File: config.mk
export PLATFORM = sky130hd
export DESIGN_NAME = sem_queue
export DESIGN_NICKNAME = d
export VERILOG_FILES = /design/src/rtl/core/sem_pkg.sv /design/src/rtl/core/sem_queue.sv
export SDC_FILE = /design/constraint.sdc
export NUM_CORES = 1
export LEC_CHECK = 0
export BUFFER_PORTS_ARGS = -buffer_cell sky130_fd_sc_hd__buf_2
export CAP_MARGIN = 5
export CORE_UTILIZATION = 50
export CTS_BUF_LIST = sky130_fd_sc_hd__clkbuf_8 sky130_fd_sc_hd__clkbuf_16
export DETAILED_ROUTE_END_ITERATION = 6
export GPL_TIMING_DRIVEN = 0
export PLACE_DENSITY = 0.83
export SLEW_MARGIN = 20
export SYNTH_ARGS = -nofsm -noshare
export SYNTH_HDL_FRONTEND = slang
export SYNTH_SLANG_ARGS = --single-unit
File: constraint.sdc
create_clock -name clk_i -period 4.08 [get_ports clk_i]
set_clock_uncertainty 0.2 [all_clocks]
set_input_delay 0.816 -clock clk_i [delete_from_list [all_inputs] [get_ports clk_i]]
set_output_delay 0.816 -clock clk_i [all_outputs]
set_load 0.02 [all_outputs]
File: src/rtl/core/sem_pkg.sv
// Shared constants and types for the Sobel edge magnitude block.
// Used by every module in rtl/core; depends on nothing else.
`timescale 1ns / 1ps

package sem_pkg;

  // Frame geometry
  localparam int MAX_WIDTH  = 1024;
  localparam int HEIGHT_CAP = 4096;
  localparam int WID_W      = 11;                              // frame_width register
  localparam int HGT_W      = 13;                              // frame_height register
  localparam int COL_W      = $clog2(MAX_WIDTH);
  localparam int ROW_W      = $clog2(HEIGHT_CAP + 3);
  localparam int CMP_W      = ROW_W + 1;
  localparam int CNT_W      = ((COL_W > WID_W) ? COL_W : WID_W) + 1;

  // Configuration port
  localparam int CFG_W     = 13;
  localparam int CFG_IDX_W = 2;

  typedef enum logic [CFG_IDX_W-1:0] {
    CFG_WIDTH  = 2'd0,
    CFG_HEIGHT = 2'd1
  } sem_cfg_e;

  // Datapath
  localparam int PIX_W   = 24;
  localparam int CH_W    = 8;
  localparam int CH_N    = 3;
  localparam int GRAD_W  = 11;
  localparam int SUM_W   = 21;
  localparam int MAG_MAX = 255;
  localparam int RAD_W   = 16;
  localparam int SQRT_STAGES = RAD_W / 2;
  localparam int Q_DEPTH = 4;

  typedef logic [PIX_W-1:0] sem_pix_t;

  // One raster step handed from the front to the back
  typedef struct packed {
    logic [COL_W-1:0] addr;
    sem_pix_t         pix;
    logic             prod;   // step yields a result
    logic             zc0;    // blank left column
    logic             zc2;    // blank right column
    logic             zr0;    // blank top row
    logic             zr2;    // blank bottom row
    logic             fend;   // last result of the frame
  } sem_op_t;

endpackage

File: src/rtl/core/sem_queue.sv
// Short step queue between the front end and the back end.
// Depends on sem_pkg.
`timescale 1ns / 1ps

module sem_queue (
  input  logic             clk_i,
  input  logic             rst_ni,
  input  logic             push_i,
  input  sem_pkg::sem_op_t op_i,
  output logic             full_o,
  input  logic             pop_i,
  output sem_pkg::sem_op_t op_o,
  output logic             empty_o
);
  import sem_pkg::*;

  localparam int PTR_W = (Q_DEPTH > 1) ? $clog2(Q_DEPTH) : 1;
  localparam int QC_W  = $clog2(Q_DEPTH + 1);

  sem_op_t          mem_q [Q_DEPTH];
  logic [PTR_W-1:0] wr_ptr_q, rd_ptr_q;
  logic [QC_W-1:0]  cnt_q;
  logic             do_push, do_pop;

  assign full_o  = (cnt_q == QC_W'(Q_DEPTH));
  assign empty_o = (cnt_q == '0);
  assign do_push = push_i && !full_o;
  assign do_pop  = pop_i && !empty_o;
  assign op_o    = mem_q[rd_ptr_q];

  always_ff @(posedge clk_i) begin
    if (do_push) begin
      mem_q[wr_ptr_q] <= op_i;
    end
  end

  always_ff @(posedge clk_i or negedge rst_ni) begin
    if (!rst_ni) begin
      wr_ptr_q <= '0;
      rd_ptr_q <= '0;
      cnt_q    <= '0;
    end else begin
      if (do_push) begin
        wr_ptr_q <= (wr_ptr_q == PTR_W'(Q_DEPTH - 1)) ? '0 : wr_ptr_q + PTR_W'(1);
      end
      if (do_pop) begin
        rd_ptr_q <= (rd_ptr_q == PTR_W'(Q_DEPTH - 1)) ? '0 : rd_ptr_q + PTR_W'(1);
      end
      if (do_push && !do_pop) begin
        cnt_q <= cnt_q + QC_W'(1);
      end else if (do_pop && !do_push) begin
        cnt_q <= cnt_q - QC_W'(1);
      end
    end
  end

`ifndef NO_ASSERTIONS
  a_no_overrun: assert property (@(posedge clk_i) disable iff (!rst_ni)
    !(push_i && full_o))
    else $error("step pushed into a full queue");
`endif

endmodule

==> results.cfg <==
[sta]
fin_crit_ps = 2880
slew_violations = 0
setup_viol = 0
max_slew_margin_pct = 55.3
worst_pin_slew_ps = 670
hold_viol = 0
finalCritPeriodShare_pct = 70.5
fmaxAchievable_mhz = 348
rsz0062_at_grt = false
hold_ws_ps = 30.6

[cts]
clk_latency_ps = 420
ctsHtreeMaxLevel = 4
clkSinkCount = 167
clk_pin_slew_ps = 60
clock_path_buffers = 2
holdBufCountCts = 0
post_cts_resized = 0
cts_inserted_buffers = 17
cts_tree = yes
cts_setup_buffers = 0
root_buffer = clkbuf_16

[placed_design]
port_buffers = 85
post-dp-hpwl_um = 6650
gp_congestion = 0.680

[logic_synthesis]
yosysUniqueCellTypes = 22
synth_top_cell_by_area = edfxtp_1
yosysWarningCount = 0
synth.ff_latch_count = 167
syn-cell-area_mm2 = 0.00624
syn_nets = 298
synthTopCellsByArea = edfxtp_1 77%, mux4_2 14%, dfrtp_1 2.8%
seq_area_frac_synth_pct = 79.8
synth_top_area_share_pct = 77.0
synth_cells = 247
synth.avg_cell_area_um2 = 25.3

[die]
fp.coreArea_mm2 = 0.0121
die_area_mm2 = 0.0129
die_w_um = 114
ios = 86
fp-row-count = 40
initial_utilization_pct = 51.5
die_y_um = 114

[worst_setup_path]
cp_data_required_time_ps = 3060
startpoint_type = register
r2r_slack_ps = 1710
end_kind = output pin
critPathKind = reg -> out
cp_max_fo = 10
worstPathArrival_ps = 1860

[routing]
drt_pre_antenna_iters = 4
vias_per_cell = 5.24
routed_wl_um = 10300
ant_nets = 0
vias = 2819
wire_per_inst_um = 19.1
drc = 0
drtIter0Drc = 191

[finish]
area_growth_pct = 23.7
mostFrequentLayoutCell = edfxtp_1
fillCellCount = 848
finalNetCount = 408
diodes = 0
final_cell_mix = 160 x edfxtp_1, 89 x buf_2, 40 x mux4_2, 17 x clkbuf_16, 8 x inv_1
layout-drive-gt1-share_pct = 47.8

[min_path]
hold_class = in -> async

[flow_run]
max-cap-violations = 0

[run_status]
status = completed

[power]
peakVddDrop_v = 0.000451
fin_total_pwr_mw = 6.04
power.leakage_nw = 2.74
power.density_mw_per_mm2 = 782

[global_routing]
grt_max_degree = 41
grt_use_total_pct = 17.6
antenna_found_initial = 0
grt_pass1_vias = 3050
grt_overflow = 0
grt_pass1_wl_um = 16100
[cell usage after synthesis (all sizes together)]
cell	number
edfxtp	160
nor2b	1
nor3	2
xor2	2
nor3b	1
dfrtp	7
and2	3
nand2	1
mux2	4
clkbuf	1
buf	9
fa	1
ha	6
mux4	40
inv	3
xnor2	1
o31ai	1
nor2	3
a21o	1
[worst max-delay path: stages (launching register included)]
cell and delay [ps]:
dfrtp_1 380, buf_6 150, buf_6 190, mux4_2 540, buf_2 180
[final cells by class]
cell class              count  area, um^2  share of cell area (%)
plain buffers              10        80.1                    1.04
clock buffers              19         453                    5.87
clock inverters            13         213                    2.75
inverters                   3        11.3                   0.146
multi-input cells          67        1180                    15.3
flip-flops and latches    167        4980                    64.5
well taps                 168         210                    2.72
repair buffers             91         591                    7.65
[through the flow]
step	setup TNS [ps]	utilization (%)	area, um^2	worst slack [ps]	instances
3_5_place_dp	0	58.3	7060	1560	506
6_report	0	63.7	7720	1200	538
5_1_grt	0	63.7	7720	1120	538
2_1_floorplan	0	-	6240	884	247
3_3_place_gp	-22940	56.8	6880	-576	500
4_1_cts	0	63.7	7720	1170	538
[power by group]
group	switching [mW]	internal [mW]
logic	1.06	0.847
clock network	0.586	1.17
registers	0.112	2.27
total	1.75	4.28
[state kept, by name, indices dropped and copies added, names as in the netlist]
| signal | count |
|---|---|
| cnt_q | 3 |
| mem_q | 160 |
| rd_ptr_q | 2 |
| wr_ptr_q | 2 |
[final timing paths]
kind,endpoint,cells past startpoint,from
hold reg to reg,cnt_q[2],1,cnt_q[2]
min in group clk_i,cnt_q[2],1,cnt_q[2]
hold / removal,cnt_q[1],1,rst_ni
max in group asynchronous,rd_ptr_q[1],1,rst_ni
setup / recovery,op_o[26],4,rd_ptr_q[0]
setup reg to reg,cnt_q[2],7,cnt_q[0]
[cells by family after synthesis]
kind of cell	synth area share (%)
AOI/OAI and AO/OA	0.321
adders and majority gates	1.52
and+or+nand+nor	1.22
muxes	15.3
buffers and inverters	1.46
xor gates and xnor gates	0.421
DFF	79.8
[per-layer routing]
metal / vias to the layer above / GRT usage [%] / routed length, um
met1: 1469 / 21.6 / 4400
met4: 0 / 7.81 / 164
met5: - / 0 / 0
met3: 17 / 5.47 / 445
li1: 1267 / - / -
met2: 66 / 29.1 / 5260
Power figures use the tool's default switching activity.
