### config.mk
export PLATFORM = sky130hd
export DESIGN_NAME = sem_front
export DESIGN_NICKNAME = d
export VERILOG_FILES = /design/src/rtl/core/sem_pkg.sv /design/src/rtl/core/sem_front.sv
export SDC_FILE = /design/constraint.sdc
export NUM_CORES = 1
export LEC_CHECK = 0
export BUFFER_PORTS_ARGS = -buffer_cell sky130_fd_sc_hd__buf_2
export CORE_MARGIN = 2
export CORE_UTILIZATION = 40
export CTS_BUF_LIST = sky130_fd_sc_hd__clkbuf_2
export DETAILED_ROUTE_END_ITERATION = 6
export HOLD_SLACK_MARGIN = 0.15
export SYNTH_ARGS = -nofsm -noshare
export SYNTH_HDL_FRONTEND = slang
export SYNTH_SLANG_ARGS = --single-unit
export TNS_END_PERCENT = 10
### constraint.sdc
create_clock -name clk_i -period 5.6 [get_ports clk_i]
set_clock_uncertainty 0.2 [all_clocks]
set_input_delay 0.56 -clock clk_i [delete_from_list [all_inputs] [get_ports clk_i]]
set_output_delay 0.56 -clock clk_i [all_outputs]
set_load 0.03 [all_outputs]
### src/rtl/core/sem_pkg.sv
// Shared constants and types for the Sobel edge magnitude block.
// Used by every module in rtl/core; depends on nothing else.
`timescale 1ns / 1ps

package sem_pkg;

  // Frame geometry
  localparam int MAX_WIDTH  = 1024;
  localparam int HEIGHT_CAP = 4096;
  localparam int WID_W      = 11;                              // frame_width register
  localparam int HGT_W      = 13;                              // frame_height register
  localparam int COL_W      = $clog2(MAX_WIDTH);
  localparam int ROW_W      = $clog2(HEIGHT_CAP + 3);
  localparam int CMP_W      = ROW_W + 1;
  localparam int CNT_W      = ((COL_W > WID_W) ? COL_W : WID_W) + 1;

  // Configuration port
  localparam int CFG_W     = 13;
  localparam int CFG_IDX_W = 2;

  typedef enum logic [CFG_IDX_W-1:0] {
    CFG_WIDTH  = 2'd0,
    CFG_HEIGHT = 2'd1
  } sem_cfg_e;

  // Datapath
  localparam int PIX_W   = 24;
  localparam int CH_W    = 8;
  localparam int CH_N    = 3;
  localparam int GRAD_W  = 11;
  localparam int SUM_W   = 21;
  localparam int MAG_MAX = 255;
  localparam int RAD_W   = 16;
  localparam int SQRT_STAGES = RAD_W / 2;
  localparam int Q_DEPTH = 4;

  typedef logic [PIX_W-1:0] sem_pix_t;

  // One raster step handed from the front to the back
  typedef struct packed {
    logic [COL_W-1:0] addr;
    sem_pix_t         pix;
    logic             prod;   // step yields a result
    logic             zc0;    // blank left column
    logic             zc2;    // blank right column
    logic             zr0;    // blank top row
    logic             zr2;    // blank bottom row
    logic             fend;   // last result of the frame
  } sem_op_t;

endpackage

### src/rtl/core/sem_front.sv
// Front end: config registers, raster counters and step classification.
// Depends on sem_pkg; feeds sem_queue.
`timescale 1ns / 1ps

module sem_front (
  input  logic                         clk_i,
  input  logic                         rst_ni,
  input  logic                         push_i,
  output logic                         full_o,
  input  logic                         action_i,
  input  logic [sem_pkg::CH_W-1:0]     red_i,
  input  logic [sem_pkg::CH_W-1:0]     green_i,
  input  logic [sem_pkg::CH_W-1:0]     blue_i,
  input  logic                         cfg_we_i,
  input  logic [sem_pkg::CFG_IDX_W-1:0] cfg_idx_i,
  input  logic [sem_pkg::CFG_W-1:0]    cfg_data_i,
  input  logic                         q_full_i,
  output logic                         q_push_o,
  output sem_pkg::sem_op_t             q_op_o
);
  import sem_pkg::*;

  logic [WID_W-1:0] width_q, width_d;
  logic [HGT_W-1:0] height_q, height_d;
  logic [COL_W-1:0] col_q, col_d;
  logic [ROW_W-1:0] row_q, row_d;
  logic             done_q, done_d;
  logic             again_q, again_d;

  logic [WID_W-1:0] eff_w;
  logic [HGT_W-1:0] eff_h;
  logic [CMP_W-1:0] rw, hw;
  logic [COL_W-1:0] bc;
  logic [ROW_W-1:0] br;
  logic [CNT_W-1:0] nc;
  logic             past_frame, take, pix_go, drn_go, restart_pix, issue;
  logic             edge_st, norm_st;

  always_comb begin
    if (width_q == '0) begin
      eff_w = WID_W'(1);
    end else if (32'(width_q) > 32'(MAX_WIDTH)) begin
      eff_w = WID_W'(MAX_WIDTH);
    end else begin
      eff_w = width_q;
    end
    if (height_q == '0) begin
      eff_h = HGT_W'(1);
    end else if (32'(height_q) > 32'(HEIGHT_CAP)) begin
      eff_h = HGT_W'(HEIGHT_CAP);
    end else begin
      eff_h = height_q;
    end
  end

  assign hw          = CMP_W'(eff_h);
  assign past_frame  = CMP_W'(row_q) >= hw;
  assign full_o      = q_full_i || again_q;
  assign take        = push_i && !full_o;
  assign pix_go      = take && !action_i;
  assign drn_go      = take && action_i && past_frame && !done_q;
  assign restart_pix = pix_go && past_frame;
  assign issue       = pix_go || drn_go || (again_q && !q_full_i);

  always_comb begin
    bc = restart_pix ? '0 : col_q;
    br = restart_pix ? '0 : row_q;
    rw = CMP_W'(br);

    edge_st = (bc == '0) && (rw >= CMP_W'(2)) && (rw < hw + CMP_W'(2));
    norm_st = (bc != '0) && (rw >= CMP_W'(1)) && (rw <= hw);

    q_op_o.addr = bc;
    q_op_o.pix  = pix_go ? {red_i, green_i, blue_i} : '0;
    q_op_o.prod = edge_st || norm_st;
    q_op_o.zc0  = edge_st ? (eff_w < WID_W'(2)) : (bc == COL_W'(1));
    q_op_o.zc2  = edge_st;
    q_op_o.zr0  = edge_st ? (rw < CMP_W'(3)) : (rw < CMP_W'(2));
    q_op_o.zr2  = edge_st ? (rw >= hw + CMP_W'(1)) : (rw >= hw);
    q_op_o.fend = edge_st && (rw == hw + CMP_W'(1));
    q_push_o    = issue;

    nc = CNT_W'(bc) + CNT_W'(1);

    width_d  = width_q;
    height_d = height_q;
    col_d    = col_q;
    row_d    = row_q;
    done_d   = done_q;
    again_d  = again_q ? q_full_i : (drn_go && !q_op_o.prod);

    if (issue) begin
      if (nc >= CNT_W'(eff_w)) begin
        col_d = '0;
        row_d = br + ROW_W'(1);
      end else begin
        col_d = nc[COL_W-1:0];
        row_d = br;
      end
      done_d = (done_q && !restart_pix) || q_op_o.fend;
    end

    if (cfg_we_i) begin
      unique case (cfg_idx_i)
        CFG_WIDTH: begin
          width_d = cfg_data_i[WID_W-1:0];
          col_d = '0;
          row_d = '0;
          done_d = 1'b0;
          again_d = 1'b0;
        end
        CFG_HEIGHT: begin
          height_d = cfg_data_i[HGT_W-1:0];
          col_d = '0;
          row_d = '0;
          done_d = 1'b0;
          again_d = 1'b0;
        end
        default: ;
      endcase
    end
  end

  always_ff @(posedge clk_i or negedge rst_ni) begin
    if (!rst_ni) begin
      width_q  <= WID_W'(640);
      height_q <= HGT_W'(480);
      col_q    <= '0;
      row_q    <= '0;
      done_q   <= 1'b0;
      again_q  <= 1'b0;
    end else begin
      width_q  <= width_d;
      height_q <= height_d;
      col_q    <= col_d;
      row_q    <= row_d;
      done_q   <= done_d;
      again_q  <= again_d;
    end
  end

`ifndef NO_ASSERTIONS
  // a second drain step only follows a drain that produced nothing
  a_again_src: assert property (@(posedge clk_i) disable iff (!rst_ni)
    $rose(again_q) |-> $past(drn_go))
    else $error("second drain step without a drain beat");

  a_again_state: assert property (@(posedge clk_i) disable iff (!rst_ni)
    again_q |-> (past_frame && !done_q))
    else $error("second drain step outside the frame tail");
`endif

endmodule

==> results of run 1 <==
cell families after synthesis:
group / count (synthesis)
flops: 49
simple gates: 249
fa+ha+maj: 70
compound gates: 111
mux: 23
buf+inv: 43
xor+xnor: 28
per-layer routing:
metal	global-route usage (%)	part of all wire (%)
met1	31.97	45
met2	39.37	46
met3	3.547	7.2
met4	6.585	2.3
met5	0	0
worst max-delay path by stage:
stage            startpoint   endpoint  slack (ps)
2_1_floorplan  height_q[12]   row_q[9]         360
3_3_place_gp    height_q[3]   row_q[9]         220
3_5_place_dp   height_q[12]  row_q[10]          20
4_1_cts         height_q[8]  q_op_o[5]           5
5_1_grt         height_q[7]  q_op_o[5]         -20
6_report       height_q[12]  q_op_o[5]         160
Yosys cell counts, types with 4 or more instances:
master,instances,area (sq um)
sky130_fd_sc_hd__mux2_2,22,247.7
sky130_fd_sc_hd__a21o_1,8,60.06
sky130_fd_sc_hd__nor2_1,43,161.4
sky130_fd_sc_hd__or4_1,6,45.04
sky130_fd_sc_hd__o21ai_0,18,90.09
sky130_fd_sc_hd__nor2b_1,11,68.82
sky130_fd_sc_hd__ha_1,70,875.8
sky130_fd_sc_hd__nand4_1,10,62.56
sky130_fd_sc_hd__or3_1,4,25.02
sky130_fd_sc_hd__o21a_1,7,52.55
sky130_fd_sc_hd__a21oi_1,28,140.1
sky130_fd_sc_hd__nor3_1,11,55.05
sky130_fd_sc_hd__xnor2_1,15,131.4
sky130_fd_sc_hd__clkbuf_1,11,41.29
sky130_fd_sc_hd__nand3_1,25,125.1
sky130_fd_sc_hd__inv_1,26,97.59
sky130_fd_sc_hd__a31oi_1,7,43.79
sky130_fd_sc_hd__and3_1,18,112.6
sky130_fd_sc_hd__o31ai_1,9,67.56
sky130_fd_sc_hd__nand2_1,64,240.2
sky130_fd_sc_hd__dfrtp_1,43,1076
sky130_fd_sc_hd__and2_1,25,156.4
sky130_fd_sc_hd__xor2_1,13,113.9
sky130_fd_sc_hd__dfstp_2,6,157.7
sky130_fd_sc_hd__nor4_1,9,56.30
sky130_fd_sc_hd__o21ai_1,5,25.02
repair_timing:
action	in CTS	in global routing
hold buffers	15	0
hold endpoints to repair	67	0
setup buffers	1	11
gates resized for setup	9	33
pin swaps	0	6
endpoints found under the setup margin	8	28
registers in the layout, indices dropped and copies added (netlist names):
| register | count |
|---|---|
| col_q | 10 |
| again_q | 1 |
| height_q | 13 |
| width_q | 11 |
| done_q | 1 |
| row_q | 13 |
stage by stage:
stage               std cells  total power (uW)  setup slack, ps
floorplan                 573             769.8            359.7
global placement          817             925.4            222.2
detailed placement        817             934.6            24.76
CTS                       841              1163            4.611
global route              852              1288           -22.20
finish                    852              1204            162.3
power by group:
part / total [uW] / switching [uW] / internal [uW]
clock network: 208 / 129 / 79.1
logic: 551 / 315 / 236
registers: 445 / 46.4 / 399
cell type report:
type,count,area (sq um),share of cell area (%)
clock buffer,5,25.02,0.4106
clock inverter,3,47.55,0.7801
multi-input combinational,481,3626,59.49
timing repair buffer,139,868.3,14.25
tap,147,183.9,3.018
inverter,28,107.6,1.766
sequential,49,1236,20.28
critical path, cell delays in order (launching register included):
cell,delay [ps]
sky130_fd_sc_hd__dfrtp_2,490
sky130_fd_sc_hd__buf_4,190
sky130_fd_sc_hd__nor2b_2,210
sky130_fd_sc_hd__inv_1,110
sky130_fd_sc_hd__ha_1,270
sky130_fd_sc_hd__and3_2,210
sky130_fd_sc_hd__o21ai_2,110
sky130_fd_sc_hd__a311o_4,410
sky130_fd_sc_hd__buf_4,180
sky130_fd_sc_hd__and3_2,250
sky130_fd_sc_hd__ha_1,300
sky130_fd_sc_hd__nand2_1,60
sky130_fd_sc_hd__or3_1,370
sky130_fd_sc_hd__a211oi_2,170
sky130_fd_sc_hd__o22ai_1,120
sky130_fd_sc_hd__or2_2,300
sky130_fd_sc_hd__a31o_1,250
sky130_fd_sc_hd__clkbuf_4,190
==> metrics.log, run 1 <==
[metrics] run status: finished, final reports clean
[metrics] startpoint of the worst register-to-register path: height_q[12]
[metrics] Worst Tran Pin Value: 884.3 ps
[metrics] final setup fails: 0
[metrics] share of layout cells above drive strength 1: 29.93%
[metrics] share of flip-flops with an asynchronous set or reset: 100.0%
[metrics] WL final: 15,500 um
[metrics] routability congestion estimate: 0.9773
[metrics] Final period util: 97.10%
[metrics] min Tclk post-route: 5438 ps
[metrics] kind of path behind the tightest hold check: in -> reg
[metrics] pins over their slew limit: 0
[metrics] number of detailed-route iterations in the first pass: 5
[metrics] P_leak: 0.002980 uW
[metrics] area fraction in and, or, nand and nor cells after synthesis: 27.19%
[metrics] terminating pin of the worst hold path: row_q[12]
[metrics] Register-to-Register Path Depth: 22
[metrics] largest net degree at the start of global routing: 50
[metrics] first-pass GRT wire length: 24,060 um
[metrics] number of different library cells in the post-synthesis netlist: 69
[metrics] CP endpoint kind: output port
[metrics] synthesized netlist cell count: 573
[metrics] number of buffers added by the clock tree synthesis step: 5
[metrics] core occupancy in the finished layout: 50.95%
[metrics] register bit total from synthesis: 49
[metrics] CP max FO: 11
[metrics] post-synthesis instance area: 4865 sq um
[metrics] PortBufs: 86
[metrics] TritonCTS clock tree: done
[metrics] normalized max-slew margin: 40.83%
[metrics] insertion delay of the later-clocked pin in the worst-skew pair: 470 ps
[metrics] reg-to-reg setup timing slack: 250 ps
[metrics] area of the die: 13,060 sq um
[metrics] Total Routing Usage GR: 23.62%
[metrics] most used cells in the layout excluding fill and tap cells: 85 x sky130_fd_sc_hd__buf_2, 66 x sky130_fd_sc_hd__ha_1, 59 x sky130_fd_sc_hd__nand2_1, 41 x sky130_fd_sc_hd__dfrtp_1, 40 x sky130_fd_sc_hd__nor2_1
[metrics] mux share of post-synthesis cell area: 5.298%
[metrics] post-synthesis adder-cell area fraction: 18.00%
[metrics] starting density of the core: 40.67%
[metrics] vias in the first global route: 4,738
[metrics] Placed Area: 5612 sq um
[metrics] area growth from synthesis to final layout: 25.28%
[metrics] Total Negative Setup Slacks: 0 ps
[metrics] nets in the synthesized netlist: 688
[metrics] total inserted antenna cells: 0
[metrics] vias per inst: 5.759
[metrics] total of max-cap violations: 0
[metrics] Max Buffers Root-to-Sink: 2
[metrics] number of fill cells: 1,120
[metrics] combinational family with the most area after synthesis: simple AND/OR/NAND/NOR gates
[metrics] cell at the root of the clock tree: sky130_fd_sc_hd__clkbuf_2
[metrics] routed length per placed instance: 18.19 um
[metrics] fraction of the mapped netlist area in compound gates: 15.66%
[metrics] initial antenna violation count: 0
[metrics] via count of the routed design: 4,907
[metrics] number of nets in the final layout: 819
[metrics] Final Instance Area: 6095 sq um
[metrics] I/O pin count: 87
[metrics] commonest non-fill, non-tap cell in the layout: sky130_fd_sc_hd__buf_2
[metrics] count of warnings emitted by yosys: 0
[metrics] post-route ant nets: 0
[metrics] maximum level of the CTS H-tree: 2
[metrics] launch instance of the worst min-delay path: cfg_we_i
[metrics] max frequency: 183.9 MHz
[metrics] arrival time of the worst setup path: 4680 ps
[metrics] hold slack: 348.3 ps
[metrics] Main synth FF type: sky130_fd_sc_hd__dfrtp_1
[metrics] total core area: 11,960 sq um
[metrics] count of cells along the worst hold path: 4
[metrics] worst IR drop on VDD: 0.0001177 V
[metrics] number of violations reported at the end of detailed-routing iteration 0: 380
[metrics] worst r2r dst: row_q[9]
[metrics] number of enable flip-flop cells after synthesis: 0
[metrics] post-detailed-placement half-perimeter wirelength: 12,290 um
[metrics] synthesized-area fraction occupied by xor and xnor cells: 5.041%
[metrics] mean instance size in the synthesized netlist: 8.490 sq um
[metrics] worst path required time: 4840 ps
[metrics] Die Height: 114.3 um
[metrics] total number of clock tree sinks: 49
[metrics] sequential element share of the synthesized area: 25.36%
[metrics] total global routing overflow: 0
[metrics] hold violation count in the final report: 0
[metrics] Power Density: 197.5 nW/um^2
[metrics] standard-cell row count: 40
[metrics] count of unresolved DRC violations after routing: 0
[metrics] critical path launch point type: flop
[metrics] Setup CP Type: reg -> out
[metrics] horizontal extent of the die: 114.3 um
[metrics] Clock Pin Slew Worst Setup and Hold Paths: 280 ps
Power figures use the tool's default switching activity.
==> run 2: changes to the inputs <==
--- a/config.mk
+++ b/config.mk
@@ -5,6 +5,7 @@
 export SDC_FILE = /design/constraint.sdc
 export NUM_CORES = 1
 export LEC_CHECK = 0
+export ABC_AREA = 1
 export BUFFER_PORTS_ARGS = -buffer_cell sky130_fd_sc_hd__buf_2
 export CORE_MARGIN = 2
 export CORE_UTILIZATION = 40
==> metrics.log, run 2 <==
[metrics] worst r2r dst: row_q[9]
[metrics] unrepaired setup endpoints after global routing: true
[metrics] total number of clock tree sinks: 49 (unchanged)
[metrics] I/O pin count: 87 (unchanged)
[metrics] Setup CP Type: reg -> out
[metrics] vias in the first global route: 4,778 (+0.84%)
[metrics] starting density of the core: 40.98% (+0.31 points)
[metrics] WL final: 15,050 um (-2.9%)
[metrics] via count of the routed design: 5,162 (+5.2%)
[metrics] min Tclk post-route: 5450 ps (+12.46 ps)
[metrics] share of layout cells above drive strength 1: 28.49% (-1.4 points)
[metrics] standard-cell row count: 41 (+2.5%)
[metrics] post-synthesis instance area: 5171 sq um (+6.3%)
[metrics] P_leak: 0.003568 uW (+20%)
[metrics] critical path launch point type: flop
[metrics] Register-to-Register Path Depth: 36 (+64%)
[metrics] biggest cell delay along the critical path: 620 ps (+130 ps)
[metrics] area growth from synthesis to final layout: 27.58%
[metrics] number of different library cells in the post-synthesis netlist: 52 (-25%)
[metrics] worst path required time: 4840 ps (about the same)
[metrics] number of detailed-route iterations in the first pass: 5 (unchanged)
[metrics] total of max-cap violations: 0 (unchanged)
[metrics] run status: finished, final reports clean
[metrics] CP endpoint kind: output port
[metrics] worst IR drop on VDD: 0.0001334 V (+13%)
[metrics] hold slack: 238.6 ps (-109.7 ps)
[metrics] area of the die: 13,850 sq um (+6.1%)
[metrics] family with the most delay on the worst path: simple AND/OR/NAND/NOR gates
[metrics] Final period util: 97.32% (+0.22 points)
[metrics] kind of path behind the tightest hold check: in -> reg
[metrics] startpoint of the worst register-to-register path: height_q[6]
[metrics] number of enable flip-flop cells after synthesis: 0 (unchanged)
[metrics] number of violations reported at the end of detailed-routing iteration 0: 341 (-10%)
[metrics] first-pass GRT wire length: 23,930 um (-0.54%)
[metrics] launch instance of the worst min-delay path: q_full_i
[metrics] cell at the root of the clock tree: sky130_fd_sc_hd__clkbuf_2
[metrics] Max Buffers Root-to-Sink: 2 (unchanged)
[metrics] largest net degree at the start of global routing: 50 (unchanged)
[metrics] pins over their slew limit: 0 (unchanged)
[metrics] total global routing overflow: 0 (unchanged)
[metrics] crit-path most repeated cell: sky130_fd_sc_hd__nand2_2
[metrics] post-detailed-placement half-perimeter wirelength: 11,590 um (-5.7%)
[metrics] library cell with the largest summed area after synthesis: sky130_fd_sc_hd__dfrtp_1
[metrics] final setup fails: 0 (unchanged)
[metrics] PortBufs: 86 (unchanged)
[metrics] hold violation count in the final report: 0 (unchanged)
[metrics] number of buffers added by the clock tree synthesis step: 5 (unchanged)
[metrics] arrival time of the worst setup path: 4690 ps (about the same)
[metrics] Main synth FF type: sky130_fd_sc_hd__dfrtp_1
[metrics] maximum level of the CTS H-tree: 2 (unchanged)
[metrics] count of placed standard cells in the final layout, fillers left out: 1,060 (+24%)
[metrics] Clock Pin Slew Worst Setup and Hold Paths: 270 ps (about the same)
[metrics] register bit total from synthesis: 49 (unchanged)
[metrics] minimum setup slack in the final design: 149.8 ps (-12.46 ps)
[metrics] Total Routing Usage GR: 21.19% (-2.4 points)
[metrics] nets in the synthesized netlist: 862 (+25%)
[metrics] Total Negative Setup Slacks: 0 ps (unchanged)
[metrics] worst slack, placed: 293.6 ps (+268.8 ps)
[metrics] Critical-path top delay cell: sky130_fd_sc_hd__dfstp_2
[metrics] normalized max-slew margin: 56.29% (+15 points)
[metrics] registers with the most flip-flops: height_q: 13 flops, row_q: 13 flops, width_q: 11 flops
[metrics] count of unresolved DRC violations after routing: 0 (unchanged)
[metrics] reg-to-reg setup timing slack: 210 ps (-40 ps)
[metrics] worst setup path startpoint: height_q[6]
[metrics] Power Density: 217.6 nW/um^2 (+10%)
[metrics] synth top area cells: sky130_fd_sc_hd__dfrtp_1 21%, sky130_fd_sc_hd__ha_1 17%, sky130_fd_sc_hd__nand2_1 12%
[metrics] Commonest cells post-synth: 166 x sky130_fd_sc_hd__nand2_1, 113 x sky130_fd_sc_hd__inv_1, 91 x sky130_fd_sc_hd__nor2_1
[metrics] max frequency: 183.5 MHz (-0.23%)
[metrics] initial antenna violation count: 0 (unchanged)
[metrics] leading cell type by number of instances after synthesis: sky130_fd_sc_hd__nand2_1
[metrics] mean instance size in the synthesized netlist: 6.923 sq um (-18%)
[metrics] vias per inst: 4.870 (-15%)
[metrics] CP max FO: 8 (-3)
[metrics] TritonCTS clock tree: done
[metrics] routability congestion estimate: 0.9104 (-6.8%)
[metrics] share of flip-flops with an asynchronous set or reset: 100.0% (unchanged)
[metrics] number of nets in the final layout: 1,002 (+22%)
[metrics] Die Height: 117.7 um (+3.0%)
[metrics] commonest non-fill, non-tap cell in the layout: sky130_fd_sc_hd__nand2_1
[metrics] count of cells along the worst hold path: 5 (+1)
[metrics] total inserted antenna cells: 0 (unchanged)
[metrics] post-route ant nets: 0 (unchanged)
[metrics] routed length per placed instance: 14.20 um (-22%)
[metrics] Worst Tran Pin Value: 654.1 ps (-230.3 ps)
[metrics] count of warnings emitted by yosys: 0 (unchanged)
[metrics] insertion delay of the later-clocked pin in the worst-skew pair: 460 ps (about the same)
[metrics] Placed Cells incl. Taps: 1,010 (+24%)
[metrics] area share of the leading cell type in the synthesized netlist: 20.81% (-1.3 points)
[metrics] most used cells in the layout excluding fill and tap cells: 153 x sky130_fd_sc_hd__nand2_1, 104 x sky130_fd_sc_hd__inv_1, 86 x sky130_fd_sc_hd__nor2_1, 81 x sky130_fd_sc_hd__buf_2, 64 x sky130_fd_sc_hd__ha_1
[metrics] core occupancy in the finished layout: 52.28% (+1.3 points)
[metrics] horizontal extent of the die: 117.7 um (+3.0%)
[metrics] sequential element share of the synthesized area: 23.86% (-1.5 points)
[metrics] synthesized netlist cell count: 747 (+30%)
[metrics] total core area: 12,620 sq um (+5.5%)
[metrics] terminating pin of the worst hold path: again_q
[metrics] number of buffer and inverter instances along the worst setup path: 7 (+3)
## run 2: cell types whose count changed after synthesis, sizes merged, moves of 7 or more
cell,change
mux2,-21
and3,-18
o21ai,+24
o31ai,-8
xnor2,-8
and2,-21
nor2b,-11
a21o,-8
nor2,+61
a31oi,-7
nand2,+119
inv,+97
a21oi,+15
## run 2: stage by stage
step / total power (uW) / area, sq um
after floorplan: 931.8 / 5171
after global placement: 1132 / 5866
after detailed placement: 1129 / 5866
after CTS: 1317 / 6115
after global routing: 1555 / 6598
final: 1436 / 6598
## run 2: per-layer routing
layer,track usage [%],vias to the layer above,routed length (um)
met3,3.343,22,796
li1,-,2696,-
met5,0,-,0
met2,34.77,163,6769
met4,5.648,0,237
met1,28.99,2281,7247
## run 2: cells by family (layout without fill, tap and decap cells)
logic type,after synthesis,in the layout,share of synthesized area [%]
buffers and inverters,138,277,10.89
flip-flops,49,49,23.86
multiplexers,1,1,0.2177
AO/OA/AOI/OAI,109,109,11.90
adder cells (fa/ha/maj),70,70,16.94
AND/OR/NAND/NOR,358,360,32.47
XOR/XNOR,22,22,3.726
## run 2: timing repair
item | in CTS | in global routing
buffers inserted | 3 | 23
gates cloned | 1 | 1
pin swaps | 3 | 36
hold buffers | 14 | 0
endpoints found under the setup margin | 4 | 29
hold endpoints to repair | 62 | 0
gates resized for setup | 5 | 83
## run 2: layout make-up
type,count,area (sq um)
repair buffers,146,950.9
clock inverters,3,20.02
multi-input cells,562,3674
clock buffers,5,25.02
fillers,1245,6022
well taps,172,215.2
inverters,123,479.2
flip-flops and latches,49,1234
## run 2: worst max path at each step
| stage | end | cells after the start |
|---|---|---|
| final | q_op_o[5] | 27 |
| after global routing | q_op_o[4] | 27 |
| after CTS | q_op_o[5] | 28 |
| after detailed placement | row_q[9] | 35 |
| after global placement | row_q[9] | 35 |
| after floorplan | row_q[9] | 32 |
## run 2: tightest hold or removal path, cell delays in order
cell	delay [ps]
sky130_fd_sc_hd__buf_2	90
sky130_fd_sc_hd__inv_1	70
sky130_fd_sc_hd__nand2_1	70
sky130_fd_sc_hd__nand2_1	80
sky130_fd_sc_hd__a21oi_2	40
## run 2: power by group
group	internal [uW]	switching, uW
clock network	30.9	125
registers	398	44.2
logic	329	509
